==> src/hdl/per_channel_running_stats_top_macros.svh <==
// Assertion macros shared by the per-channel running statistics block.
`ifndef PER_CHANNEL_RUNNING_STATS_TOP_MACROS_SVH
`define PER_CHANNEL_RUNNING_STATS_TOP_MACROS_SVH

// Checks that a condition implies another in the same cycle.
`define PCRS_ASSERT_IMPL(label, clk, rst_n, cond, expr, msg) \
    label: assert property (@(posedge clk) disable iff (!rst_n) (cond) |-> (expr)) \
        else $error(msg);

// Checks that a condition implies another in the following cycle.
`define PCRS_ASSERT_NEXT(label, clk, rst_n, cond, expr, msg) \
    label: assert property (@(posedge clk) disable iff (!rst_n) (cond) |=> (expr)) \
        else $error(msg);

`endif

==> src/hdl/pcrs_pkg.sv <==
// Types and constants shared by the per-channel running statistics block.
package pcrs_pkg;

    localparam int MAX_CHANNELS = 4;
    localparam int SAMPLE_BITS  = 16;
    localparam int COUNT_BITS   = 24;
    localparam int SUM_BITS     = SAMPLE_BITS + COUNT_BITS;
    localparam int CFG_BITS     = 3;
    localparam int CH_OUT_BITS  = 2;
    localparam int QUEUE_DEPTH  = 2;
    localparam int CFG_LIMIT    = (1 << CFG_BITS) - 1;

    localparam logic [CFG_BITS-1:0] CFG_RESET = CFG_BITS'(4);

    typedef struct packed {
        logic [SAMPLE_BITS-1:0] sample;
        logic                   last_in_frame;
    } t_sample;

    typedef struct packed {
        logic [CH_OUT_BITS-1:0] channel;
        logic [SAMPLE_BITS-1:0] mean;
        logic [SAMPLE_BITS-1:0] minimum;
        logic [SAMPLE_BITS-1:0] maximum;
        logic [COUNT_BITS-1:0]  sample_count;
        logic                   frame_done;
        logic                   overflow;
    } t_result;

    typedef struct packed {
        logic [CFG_BITS-1:0]    channel;
        logic [SAMPLE_BITS-1:0] sample;
        logic                   last;
    } t_work;

    typedef struct packed {
        logic                   start;
        logic [SUM_BITS-1:0]    dividend;
        logic [COUNT_BITS-1:0]  divisor;
    } t_div_req;

    typedef struct packed {
        logic                   done;
        logic [SAMPLE_BITS-1:0] quotient;
    } t_div_rsp;

    typedef enum logic [1:0] {
        ST_IDLE,
        ST_DIVIDE,
        ST_OUTPUT
    } t_back_state;

endpackage

==> src/hdl/pcrs_front.sv <==
// Front end: accepts samples, holds the channel count and assigns each sample its channel.
module pcrs_front import pcrs_pkg::*; (
    input  logic                i_clk,
    input  logic                i_rst_n,
    input  logic                i_valid,
    output logic                o_ready,
    input  t_sample             i_data,
    input  logic                i_cfg_we,
    input  logic [CFG_BITS-1:0] i_cfg_data,
    output logic                o_push,
    output t_work               o_item,
    input  logic                i_full
);

    localparam int DEPTH = (MAX_CHANNELS < CFG_LIMIT) ? MAX_CHANNELS : CFG_LIMIT;
    localparam int CH_W  = (DEPTH > 1) ? $clog2(DEPTH) : 1;
    localparam logic [CFG_BITS-1:0] DEPTH_C = CFG_BITS'(DEPTH);

    logic [CFG_BITS-1:0] r_cfg;
    logic [CH_W-1:0]     r_pos;
    logic [CH_W-1:0]     n_pos;
    logic [CFG_BITS-1:0] active;
    logic [CFG_BITS-1:0] pos_ext;
    logic [CFG_BITS-1:0] ch;
    logic [CFG_BITS-1:0] ch_inc;

    always_comb begin
        if (r_cfg == '0) begin
            active = CFG_BITS'(1);
        end else if (r_cfg > DEPTH_C) begin
            active = DEPTH_C;
        end else begin
            active = r_cfg;
        end
        pos_ext = CFG_BITS'(r_pos);
        ch      = (pos_ext < active) ? pos_ext : '0;
        ch_inc  = ch + CFG_BITS'(1);
        if (i_data.last_in_frame || (ch_inc >= active)) begin
            n_pos = '0;
        end else begin
            n_pos = ch_inc[CH_W-1:0];
        end
    end

    assign o_ready        = !i_full;
    assign o_push         = i_valid && !i_full;
    assign o_item.channel = ch;
    assign o_item.sample  = i_data.sample;
    assign o_item.last    = i_data.last_in_frame;

    always_ff @(posedge i_clk) begin
        if (!i_rst_n) begin
            r_cfg <= CFG_RESET;
            r_pos <= '0;
        end else begin
            if (i_cfg_we) begin
                r_cfg <= i_cfg_data;
            end
            if (o_push) begin
                r_pos <= n_pos;
            end
        end
    end

endmodule

==> src/hdl/pcrs_queue.sv <==
// Short queue of classified samples between the front end and the statistics engine.
module pcrs_queue import pcrs_pkg::*; (
    input  logic  i_clk,
    input  logic  i_rst_n,
    input  logic  i_push,
    input  t_work i_item,
    output logic  o_full,
    output logic  o_valid,
    output t_work o_item,
    input  logic  i_pop
);

    localparam int PTR_W = (QUEUE_DEPTH > 1) ? $clog2(QUEUE_DEPTH) : 1;
    localparam int CNT_W = $clog2(QUEUE_DEPTH + 1);
    localparam logic [PTR_W-1:0] LAST_PTR = PTR_W'(QUEUE_DEPTH - 1);
    localparam logic [CNT_W-1:0] FULL_CNT = CNT_W'(QUEUE_DEPTH);

    t_work            r_mem [QUEUE_DEPTH];
    logic [PTR_W-1:0] r_wr_ptr;
    logic [PTR_W-1:0] r_rd_ptr;
    logic [CNT_W-1:0] r_count;

    assign o_full  = (r_count == FULL_CNT);
    assign o_valid = (r_count != '0);
    assign o_item  = r_mem[r_rd_ptr];

    always_ff @(posedge i_clk) begin
        if (i_push) begin
            r_mem[r_wr_ptr] <= i_item;
        end
    end

    always_ff @(posedge i_clk) begin
        if (!i_rst_n) begin
            r_wr_ptr <= '0;
            r_rd_ptr <= '0;
            r_count  <= '0;
        end else begin
            if (i_push) begin
                r_wr_ptr <= (r_wr_ptr == LAST_PTR) ? '0 : r_wr_ptr + PTR_W'(1);
            end
            if (i_pop) begin
                r_rd_ptr <= (r_rd_ptr == LAST_PTR) ? '0 : r_rd_ptr + PTR_W'(1);
            end
            if (i_push && !i_pop) begin
                r_count <= r_count + CNT_W'(1);
            end else if (i_pop && !i_push) begin
                r_count <= r_count - CNT_W'(1);
            end
        end
    end

endmodule

==> src/hdl/pcrs_div.sv <==
// Restoring divider that yields one quotient bit per cycle for the running mean.
module pcrs_div import pcrs_pkg::*; (
    input  logic     i_clk,
    input  logic     i_rst_n,
    input  t_div_req i_req,
    output t_div_rsp o_rsp
);

    localparam int STEP_W = $clog2(SAMPLE_BITS + 1);
    localparam logic [STEP_W-1:0] STEPS = STEP_W'(SAMPLE_BITS);

    logic [COUNT_BITS-1:0]  r_rem;
    logic [SAMPLE_BITS-1:0] r_quo;
    logic [COUNT_BITS-1:0]  r_divisor;
    logic [STEP_W-1:0]      r_step;
    logic                   r_busy;
    logic                   r_done;
    logic [COUNT_BITS+1:0]  diff;

    assign diff = {1'b0, r_rem, r_quo[SAMPLE_BITS-1]} - {2'b00, r_divisor};

    always_ff @(posedge i_clk) begin
        if (i_req.start) begin
            r_rem     <= i_req.dividend[SUM_BITS-1:SAMPLE_BITS];
            r_quo     <= i_req.dividend[SAMPLE_BITS-1:0];
            r_divisor <= i_req.divisor;
        end else if (r_busy) begin
            if (!diff[COUNT_BITS+1]) begin
                r_rem <= diff[COUNT_BITS-1:0];
            end else begin
                r_rem <= {r_rem[COUNT_BITS-2:0], r_quo[SAMPLE_BITS-1]};
            end
            r_quo <= {r_quo[SAMPLE_BITS-2:0], !diff[COUNT_BITS+1]};
        end
    end

    always_ff @(posedge i_clk) begin
        if (!i_rst_n) begin
            r_busy <= 1'b0;
            r_done <= 1'b0;
            r_step <= '0;
        end else begin
            r_done <= 1'b0;
            if (i_req.start) begin
                r_busy <= 1'b1;
                r_step <= STEPS;
            end else if (r_busy) begin
                r_step <= r_step - STEP_W'(1);
                if (r_step == STEP_W'(1)) begin
                    r_busy <= 1'b0;
                    r_done <= 1'b1;
                end
            end
        end
    end

    assign o_rsp.done     = r_done;
    assign o_rsp.quotient = r_quo;

endmodule

==> src/hdl/pcrs_back.sv <==
// Statistics engine: updates per-channel count, sum, minimum and maximum and forms results.
module pcrs_back import pcrs_pkg::*; (
    input  logic    i_clk,
    input  logic    i_rst_n,
    input  logic    i_q_valid,
    input  t_work   i_q_item,
    output logic    o_q_pop,
    output logic    o_valid,
    input  logic    i_ready,
    output t_result o_data
);

    localparam int DEPTH = (MAX_CHANNELS < CFG_LIMIT) ? MAX_CHANNELS : CFG_LIMIT;
    localparam int CH_W  = (DEPTH > 1) ? $clog2(DEPTH) : 1;

    t_back_state r_state;
    t_back_state n_state;

    logic [COUNT_BITS-1:0]  r_cnt [DEPTH];
    logic [SUM_BITS-1:0]    r_sum [DEPTH];
    logic [SAMPLE_BITS-1:0] r_min [DEPTH];
    logic [SAMPLE_BITS-1:0] r_max [DEPTH];

    logic [COUNT_BITS-1:0]  r_res_cnt;
    logic [SAMPLE_BITS-1:0] r_res_min;
    logic [SAMPLE_BITS-1:0] r_res_max;
    logic [CH_OUT_BITS-1:0] r_res_ch;
    logic                   r_res_last;
    logic                   r_res_ovf;

    t_result r_out;
    logic    r_out_valid;

    logic [CH_W-1:0]        idx;
    logic [COUNT_BITS-1:0]  cur_cnt;
    logic [SUM_BITS-1:0]    cur_sum;
    logic [SAMPLE_BITS-1:0] cur_min;
    logic [SAMPLE_BITS-1:0] cur_max;
    logic                   first;
    logic                   full;
    logic [COUNT_BITS-1:0]  new_cnt;
    logic [SUM_BITS-1:0]    new_sum;
    logic [SAMPLE_BITS-1:0] new_min;
    logic [SAMPLE_BITS-1:0] new_max;
    logic                   take;
    logic                   load_out;
    t_div_req               div_req;
    t_div_rsp               div_rsp;

    always_comb begin
        idx     = i_q_item.channel[CH_W-1:0];
        cur_cnt = r_cnt[idx];
        cur_sum = r_sum[idx];
        cur_min = r_min[idx];
        cur_max = r_max[idx];
        first   = (cur_cnt == '0);
        full    = (cur_cnt == '1);
        if (first || (i_q_item.sample < cur_min)) begin
            new_min = i_q_item.sample;
        end else begin
            new_min = cur_min;
        end
        if (first || (i_q_item.sample > cur_max)) begin
            new_max = i_q_item.sample;
        end else begin
            new_max = cur_max;
        end
        new_cnt = full ? cur_cnt : cur_cnt + COUNT_BITS'(1);
        new_sum = full ? cur_sum : cur_sum + SUM_BITS'(i_q_item.sample);
    end

    always_comb begin
        n_state  = r_state;
        take     = 1'b0;
        load_out = 1'b0;
        unique case (r_state)
            ST_IDLE: begin
                if (i_q_valid) begin
                    take    = 1'b1;
                    n_state = ST_DIVIDE;
                end
            end
            ST_DIVIDE: begin
                if (div_rsp.done) begin
                    n_state = ST_OUTPUT;
                end
            end
            ST_OUTPUT: begin
                if (!r_out_valid || i_ready) begin
                    load_out = 1'b1;
                    n_state  = ST_IDLE;
                end
            end
            default: begin
                n_state = ST_IDLE;
            end
        endcase
    end

    assign o_q_pop          = take;
    assign div_req.start    = take;
    assign div_req.dividend = new_sum;
    assign div_req.divisor  = new_cnt;

    pcrs_div u_div (
        .i_clk   (i_clk),
        .i_rst_n (i_rst_n),
        .i_req   (div_req),
        .o_rsp   (div_rsp)
    );

    always_ff @(posedge i_clk) begin
        if (!i_rst_n) begin
            r_state <= ST_IDLE;
        end else begin
            r_state <= n_state;
        end
    end

    always_ff @(posedge i_clk) begin
        if (!i_rst_n) begin
            for (int c = 0; c < DEPTH; c++) begin
                r_cnt[c] <= '0;
                r_sum[c] <= '0;
                r_min[c] <= '1;
                r_max[c] <= '0;
            end
        end else if (take) begin
            if (i_q_item.last) begin
                for (int c = 0; c < DEPTH; c++) begin
                    r_cnt[c] <= '0;
                    r_sum[c] <= '0;
                    r_min[c] <= '1;
                    r_max[c] <= '0;
                end
            end else begin
                r_cnt[idx] <= new_cnt;
                r_sum[idx] <= new_sum;
                r_min[idx] <= new_min;
                r_max[idx] <= new_max;
            end
        end
    end

    always_ff @(posedge i_clk) begin
        if (take) begin
            r_res_cnt  <= new_cnt;
            r_res_min  <= new_min;
            r_res_max  <= new_max;
            r_res_ch   <= i_q_item.channel[CH_OUT_BITS-1:0];
            r_res_last <= i_q_item.last;
            r_res_ovf  <= full;
        end
        if (load_out) begin
            r_out.channel      <= r_res_ch;
            r_out.mean         <= div_rsp.quotient;
            r_out.minimum      <= r_res_min;
            r_out.maximum      <= r_res_max;
            r_out.sample_count <= r_res_cnt;
            r_out.frame_done   <= r_res_last;
            r_out.overflow     <= r_res_ovf;
        end
    end

    always_ff @(posedge i_clk) begin
        if (!i_rst_n) begin
            r_out_valid <= 1'b0;
        end else if (load_out) begin
            r_out_valid <= 1'b1;
        end else if (i_ready) begin
            r_out_valid <= 1'b0;
        end
    end

    assign o_valid = r_out_valid;
    assign o_data  = r_out;

endmodule

==> src/hdl/per_channel_running_stats_top.sv <==
// Top level of the per-channel running mean, minimum, maximum and count block.
// For each sample the statistics engine reads and updates the channel's count, sum, minimum
// and maximum and starts the shared restoring divider; the divider forms the floor mean one
// quotient bit per cycle and reports completion; the engine then loads the output register,
// waiting while an earlier result there has not been taken. A two-entry queue after the front
// end accepts up to two further samples while one is in progress, and a result waiting in the
// output register does not block them.
// The channel count register may be written only while no transfer is in progress.
module per_channel_running_stats_top import pcrs_pkg::*; (
    input  logic                i_clk,
    input  logic                i_rst_n,
    input  logic                i_valid,
    output logic                o_ready,
    input  t_sample             i_data,
    output logic                o_valid,
    input  logic                i_ready,
    output t_result             o_data,
    input  logic                i_cfg_we,
    input  logic [CFG_BITS-1:0] i_cfg_data
);

`include "per_channel_running_stats_top_macros.svh"

    logic  w_push;
    t_work w_push_item;
    logic  w_full;
    logic  w_q_valid;
    t_work w_q_item;
    logic  w_q_pop;

    pcrs_front u_front (
        .i_clk      (i_clk),
        .i_rst_n    (i_rst_n),
        .i_valid    (i_valid),
        .o_ready    (o_ready),
        .i_data     (i_data),
        .i_cfg_we   (i_cfg_we),
        .i_cfg_data (i_cfg_data),
        .o_push     (w_push),
        .o_item     (w_push_item),
        .i_full     (w_full)
    );

    pcrs_queue u_queue (
        .i_clk   (i_clk),
        .i_rst_n (i_rst_n),
        .i_push  (w_push),
        .i_item  (w_push_item),
        .o_full  (w_full),
        .o_valid (w_q_valid),
        .o_item  (w_q_item),
        .i_pop   (w_q_pop)
    );

    pcrs_back u_back (
        .i_clk     (i_clk),
        .i_rst_n   (i_rst_n),
        .i_q_valid (w_q_valid),
        .i_q_item  (w_q_item),
        .o_q_pop   (w_q_pop),
        .o_valid   (o_valid),
        .i_ready   (i_ready),
        .o_data    (o_data)
    );

    `PCRS_ASSERT_IMPL(a_pop_nonempty, i_clk, i_rst_n, w_q_pop, w_q_valid, "pop from empty queue")
    `PCRS_ASSERT_IMPL(a_ovf_full, i_clk, i_rst_n, o_valid && o_data.overflow, o_data.sample_count == '1, "overflow without full count")
    `PCRS_ASSERT_IMPL(a_mean_range, i_clk, i_rst_n, o_valid, (o_data.minimum <= o_data.mean) && (o_data.mean <= o_data.maximum), "mean outside minimum and maximum")
    `PCRS_ASSERT_NEXT(a_push_counted, i_clk, i_rst_n, w_push && !w_q_pop, w_q_valid, "pushed transfer not visible in queue")

endmodule
==> config.mk <==
export PLATFORM = sky130hd
export DESIGN_NAME = per_channel_running_stats_top
export DESIGN_NICKNAME = d
export VERILOG_FILES = /design/src/hdl/pcrs_pkg.sv /design/src/hdl/pcrs_front.sv /design/src/hdl/pcrs_queue.sv /design/src/hdl/pcrs_div.sv /design/src/hdl/pcrs_back.sv /design/src/hdl/per_channel_running_stats_top.sv
export VERILOG_INCLUDE_DIRS = /design/src /design/src/hdl
export SDC_FILE = /design/constraint.sdc
export NUM_CORES = 1
export LEC_CHECK = 0
export ABC_AREA = 1
export CORE_MARGIN = 10
export CORE_UTILIZATION = 55
export DETAILED_ROUTE_END_ITERATION = 10
export DONT_BUFFER_PORTS = 1
export PLACE_DENSITY = 0.68
export SYNTH_ARGS = -nofsm -noshare
export SYNTH_HDL_FRONTEND = slang
export SYNTH_SLANG_ARGS = --single-unit
==> constraint.sdc <==
create_clock -name i_clk -period 11.41 [get_ports i_clk]
set_input_delay 1.7115 -clock i_clk [delete_from_list [all_inputs] [get_ports i_clk]]
set_output_delay 1.7115 -clock i_clk [all_outputs]
set_load 0.02 [all_outputs]
# [Word level (Yosys, flattened, before mapping)]
# Memory sizes are Yosys's and may differ from the RTL's. A register that Yosys moved wholly into a read port is not among the register bits.
# Index checks and enable logic that the tools add are counted.
[word_totals] register_bits=195 ramBits=422 inputBits=25 output_inout_bits=78 wordCells=171 memories=5
[classes] n_addsub=9 n_lt_le_gt_ge=5 eq_ne=8 mux=74 bitwise_logic=18 n_reduce_logical=26
[mem_list] memory="u_back.r_sum" depth=4 word_bits=40 rd=1 rd_ports_with_merged_regs=0 wr=4 line="pcrs_back.sv:20" source="logic [SUM_BITS-1:0] r_sum [DEPTH];"
[mem_list] memory="u_back.r_cnt" depth=4 word_bits=24 rd=1 rd_ports_with_merged_regs=0 wr=4 line="pcrs_back.sv:19" source="logic [COUNT_BITS-1:0] r_cnt [DEPTH];"
[mem_list] memory="u_back.r_max" depth=4 word_bits=16 rd=1 rd_ports_with_merged_regs=0 wr=4 line="pcrs_back.sv:22" source="logic [SAMPLE_BITS-1:0] r_max [DEPTH];"
[mem_list] memory="u_back.r_min" depth=4 word_bits=16 rd=1 rd_ports_with_merged_regs=0 wr=4 line="pcrs_back.sv:21" source="logic [SAMPLE_BITS-1:0] r_min [DEPTH];"
[mem_list] memory="u_queue.r_mem" depth=2 word_bits=19 rd=1 rd_ports_with_merged_regs=1 wr=1 line="pcrs_queue.sv:18" source="t_work r_mem [QUEUE_DEPTH];"
[op_table] cell="40-bit 2-to-1 mux" n=6
[op_table] cell="16-bit 2-to-1 mux" n=14
[op_table] cell="24-bit 2-to-1 mux" n=9
[op_table] cell="40-bit by 16-bit adder with 40-bit output" n=1
[op_table] cell="40-bit OR reduction" n=1
[op_table] cell="16-bit OR reduction" n=2
[op_table] cell="1-bit 2-to-1 mux" n=29
[op_table] cell="25-bit by 24-bit subtractor with 26-bit output" n=1
[op_table] cell="24-bit by 1-bit adder with 24-bit output (second input constant)" n=1
[op_table] cell="24-bit == test (second input constant)" n=1
[op_table] cell="24-bit logical NOT" n=1
[op_table] cell="24-bit OR reduction" n=1
[op_table] cell="2-bit 2-to-1 mux" n=11
[op_table] cell="16-bit greater-than comparator" n=1
[op_table] cell="16-bit < comparator" n=1
[op_table] cell="1-bit bitwise OR" n=16
[op_table] cell="5-bit 2-to-1 mux" n=2
[op_table] cell="2-bit nonzero test" n=4
[op_table] cell="3-bit 2-to-1 mux" n=2
[op_table] cell="2-bit case mux with 3 select lines" n=1
[op_table] cell="5-bit by 1-bit == test with 1-bit output (second input constant)" n=1
[op_table] cell="1-bit logical NOT" n=5
[op_table] cell="5-bit by 1-bit subtractor with 5-bit output (second input constant)" n=1
[op_table] cell="2-bit == test (second input constant)" n=2
[op_table] cell="other kinds (18)" n=26

# [Logic depth before layout (Yosys ltp)]
[logic_depth] ltp_word=9 ltp_mapped=28 depth_no_buf=25

# [Hierarchy]
# Synthesis repeated with hierarchy kept, for this count alone.
[hier_totals] hier_cells=3322 hier_area_um2=31923.1
[modules_own_cells] mod="pcrs_back" n_inst=1 cells_each=2460 area_each_um2=24658.6 seq_area_each_um2=15675.0
[modules_own_cells] mod="pcrs_div" n_inst=1 cells_each=691 area_each_um2=4996.0 seq_area_each_um2=2062.0
[modules_own_cells] mod="pcrs_queue" n_inst=1 cells_each=97 area_each_um2=1751.7 seq_area_each_um2=1301.2
[modules_own_cells] mod="pcrs_front" n_inst=1 cells_each=74 area_each_um2=516.7 seq_area_each_um2=100.1

# [Least setup slack after synthesis]
# OpenSTA, ideal clock, no wires.
[synth_timing] path_kind="in2reg" from="in i_ready" to="reg u_back.r_out, in the netlist u_back.o_data[0], enable pin" setup_time_ns=0.604 arrival_time_ns=6.912 t_required_ns=10.806 setup_slack_ns=3.894 path_stages=2 path_buffers=0 cell_sequence="nor2_1 -> nor3_1"
[synth_via] elab_chain_cells=3
[synth_lines] element="start: declaration" line="per_channel_running_stats_top.sv:16" source="input logic i_ready,"
[synth_lines] element="1-bit logical OR" line="pcrs_back.sv:89" source="if (!r_out_valid || i_ready) begin"
[synth_lines] element="1-bit 2-to-1 mux" line="pcrs_back.sv:89"
[synth_lines] element="1-bit 2-to-1 mux" line="pcrs_back.sv:76" source="unique case (r_state)"
[synth_lines] element="named net u_back.load_out" line="pcrs_back.sv:46" source="logic load_out;"
[synth_lines] element="end: declaration" line="pcrs_back.sv:31" source="t_result r_out;"
# The timed path passes the listed nets, and every way through them passes these cells.
# A chain may end at the register's enable or synchronous reset.

==> flow_summary.json <==
{
  "status": "finished, final reports clean",
  "holdPathStages": 0,
  "portBuffers": 0,
  "final_util": 0.6027,
  "insertion_delay_ns": 0.62,
  "viasPerCell": 5.707,
  "critPathLaunchType": "register",
  "reg2reg_depth": 18,
  "synth_xor_area_frac": 0.01307,
  "hpwl_um": 52000,
  "synth_mux_area_frac": 0,
  "seq_area_um2": 18360,
  "ctsResizeCount": 0,
  "cts_tree": "built",
  "grt_max_degree": 97,
  "cts_buffers": 66,
  "htree_levels": 3,
  "hold_class": "register to register",
  "r2r-end": "u_back.r_cnt[1][5]",
  "final_antenna_net_count": 0,
  "fin_tns_setup_ns": 0,
  "worst_slew_margin_rel": 0.2322,
  "synth_top_family_by_area": "simple AND/OR/NAND/NOR gates",
  "yosys.area_share.simple": 0.2249,
  "cts_hold_buffers": 0,
  "grt_usage": 0.2540,
  "design_area_um2": 33210,
  "r2r_slack_ns": 5.05,
  "syn_avg_cell_area_um2": 9.746,
  "core_area_um2": 55090,
  "syn_inst": 3144,
  "ios": 103,
  "critical_path_required_ns": 11.75,
  "multi_input_area_um2": 10400,
  "n_fill_cell": 4671,
  "yosys_warnings": 0,
  "syn_nets": 3252,
  "initial_utilization": 0.5562,
  "antenna_found_initial": 3,
  "ctsRootBufferMaster": "clkbuf_16",
  "max_clock_freq_mhz": 157.2,
  "tightest_slew_ns": 1.152,
  "maxSlewViolCount": 0,
  "worstPathArrival_ns": 6.70,
  "grt_pass1_wl_um": 129300,
  "drc": 0,
  "clock_skew_ns": 0.04840,
  "worstSetupPathType": "register to register",
  "synth_edf_count": 598,
  "finalSetupViolations": 0,
  "wl_per_cell_um": 21.59,
  "synth_area_um2": 30640,
  "clk_pin_slew_worst_paths_ns": 0.06,
  "ys_ff_latch": 618,
  "fp.dieH_um": 256.0,
  "final_nets": 3214,
  "drive_gt1_frac": 0.07736,
  "grt_pass1_vias": 22120,
  "drt-initial-drc-count": 2266,
  "end_kind": "register",
  "die_w_um": 256.0,
  "postPlaceCellArea_um2": 31150,
  "synth.distinct_cells": 58,
  "dieArea_um2": 65550,
  "period_minus_slack_ns": 6.360,
  "postCtsSetupBuffers": 0,
  "synth_flop_cell": "edfxtp_1",
  "rsz0062_at_grt": "no",
  "ys_seq_area_frac": 0.5991,
  "drv_cap": 0,
  "gp_congestion": 0.9042,
  "finalCritPeriodShare": 0.5574,
  "synth-adder-area-share": 0.03438,
  "hold_slack_ns": 0.4084,
  "async_reset_ff_frac": 0,
  "synth-compound-area-share": 0.06374,
  "cp_max_fo": 45,
  "cts_buffer_depth": 3,
  "grt_overflow": 0,
  "route.final.wire_length_um": 84300,
  "areaGrowthSynthToFinish_pct": 8.375,
  "num_vias": 22280,
  "hold_path_end": "u_back.o_data[75]",
  "hp-start": "u_back.r_res_ch[1]",
  "fp-row-count": 86,
  "hold_viol_final": 0,
  "firstDrtPassIters": 6,
  "cts_num_sinks": 618
}
[synth_stat cells, types with 12 or more instances]
library cell | instances | area share
nand2_1 | 766 | 0.094
edfxtp_1 | 598 | 0.59
nor2_1 | 456 | 0.056
inv_1 | 324 | 0.040
nand3_1 | 205 | 0.033
o21ai_0 | 86 | 0.014
ha_1 | 81 | 0.033
a21oi_1 | 73 | 0.012
clkbuf_1 | 64 | 0.0078
nand4_1 | 40 | 0.0082
o22ai_1 | 38 | 0.0078
xor2_1 | 28 | 0.0080
nand2_2 | 25 | 0.0051
or2_2 | 25 | 0.0051
buf_2 | 24 | 0.0039
inv_2 | 22 | 0.0027
a22oi_1 | 21 | 0.0051
dfxtp_1 | 20 | 0.013
o211ai_1 | 18 | 0.0044
a221oi_1 | 17 | 0.0049
buf_6 | 17 | 0.0062
nor3_1 | 15 | 0.0025
a31oi_1 | 14 | 0.0029
o21ai_1 | 14 | 0.0023
xnor2_1 | 14 | 0.0040
a22o_1 | 12 | 0.0034
and2_1 | 12 | 0.0025
[worst max-delay path: stages (launching register included)]
cell and delay [ns]:
dfxtp_1 0.86, inv_2 0.38, nand2_4 0.19, nand2_8 0.28, nand2_2 0.78, inv_2 0.56
nand2_1 0.17, nand2_1 0.08, nor3_2 0.25, inv_1 0.17, ha_1 0.32, nand2_1 0.12
nor2_2 0.06, nand2_2 0.13, nor2_2 0.06, nand2_2 0.36, clkinv_2 0.60, nor2_1 0.61
nor2_1 0.09
[worst max-delay path by stage]
stage | from | to | cells after the start
4_1_cts | register | u_back.r_cnt[1][5] | 18
6_report | register | u_back.r_cnt[1][5] | 18
5_1_grt | register | u_back.r_sum[2][0] | 19
3_3_place_gp | register | u_back.r_cnt[2][5] | 18
2_1_floorplan | i_ready | u_back.o_data[0] | 2
3_5_place_dp | register | u_back.r_cnt[1][5] | 18
[logic make-up after synthesis]
group	after synthesis
AOI/OAI and AO/OA	320
xor gates and xnor gates	44
adders and majority gates	83
buffers and inverters	475
DFF	618
and+or+nand+nor	1604
[per-layer routing]
metal | vias up | routed length, um | track usage
met2 | 918 | 41120 | 0.4285
met4 | 0 | 2373 | 0.08927
met3 | 152 | 6842 | 0.04977
li1 | 10510 | - | -
met1 | 10700 | 33960 | 0.3221
met5 | - | 0 | 0
[area by class of cell]
class / instances / area share
diodes: 2 / 0.0001507
repair buffers: 16 / 0.003617
flip-flops and latches: 618 / 0.5528
inverters: 353 / 0.04017
multi-input cells: 2051 / 0.3133
clock buffers: 83 / 0.05354
well taps: 748 / 0.02818
clock inverters: 33 / 0.008252
[state kept, by name, indices dropped and copies added, names as in the netlist, 3 cells and up, named ones only]
signal / cells
u_queue.r_mem: 38
u_back.r_max: 64
u_front.r_cfg: 3
u_back.r_sum: 160
u_back.u_div.r_quo: 16
u_back.u_div.r_rem: 24
u_back.u_div.r_step: 5
u_back.r_res_max: 16
u_back.r_cnt: 96
u_back.r_res_cnt: 24
u_back.r_min: 64
u_back.r_res_min: 16
u_back.o_data: 76
[cells in the final DEF, fill, tap and decap left out, drive strengths merged, types with 14 or more instances in the layout]
master  synthesis  layout
nor3           19      19
a22oi          21      21
edfxtp        598     598
xor2           30      30
nand3         213     213
ha             81      81
o21ai         100     100
clkbuf         64      83
or2            25      25
nor2          475     475
nand4          41      41
buf            58      16
a31oi          14      14
o211ai         18      18
nand2         802     802
a21oi          73      73
o22ai          38      38
dfxtp          20      20
inv           347     354
clkinv          6      27
a221oi         17      17
xnor2          14      14
[metrics by stage]
step	worst slack (ns)	cells
detailed placement	5.134	3786
global placement	5.274	3786
floorplan	3.894	3144
global route	4.608	3902
finish	5.050	3904
CTS	5.105	3902
Power is not shown: default switching activity piles up to over one toggle a cycle in this logic, so the estimate is an artifact.
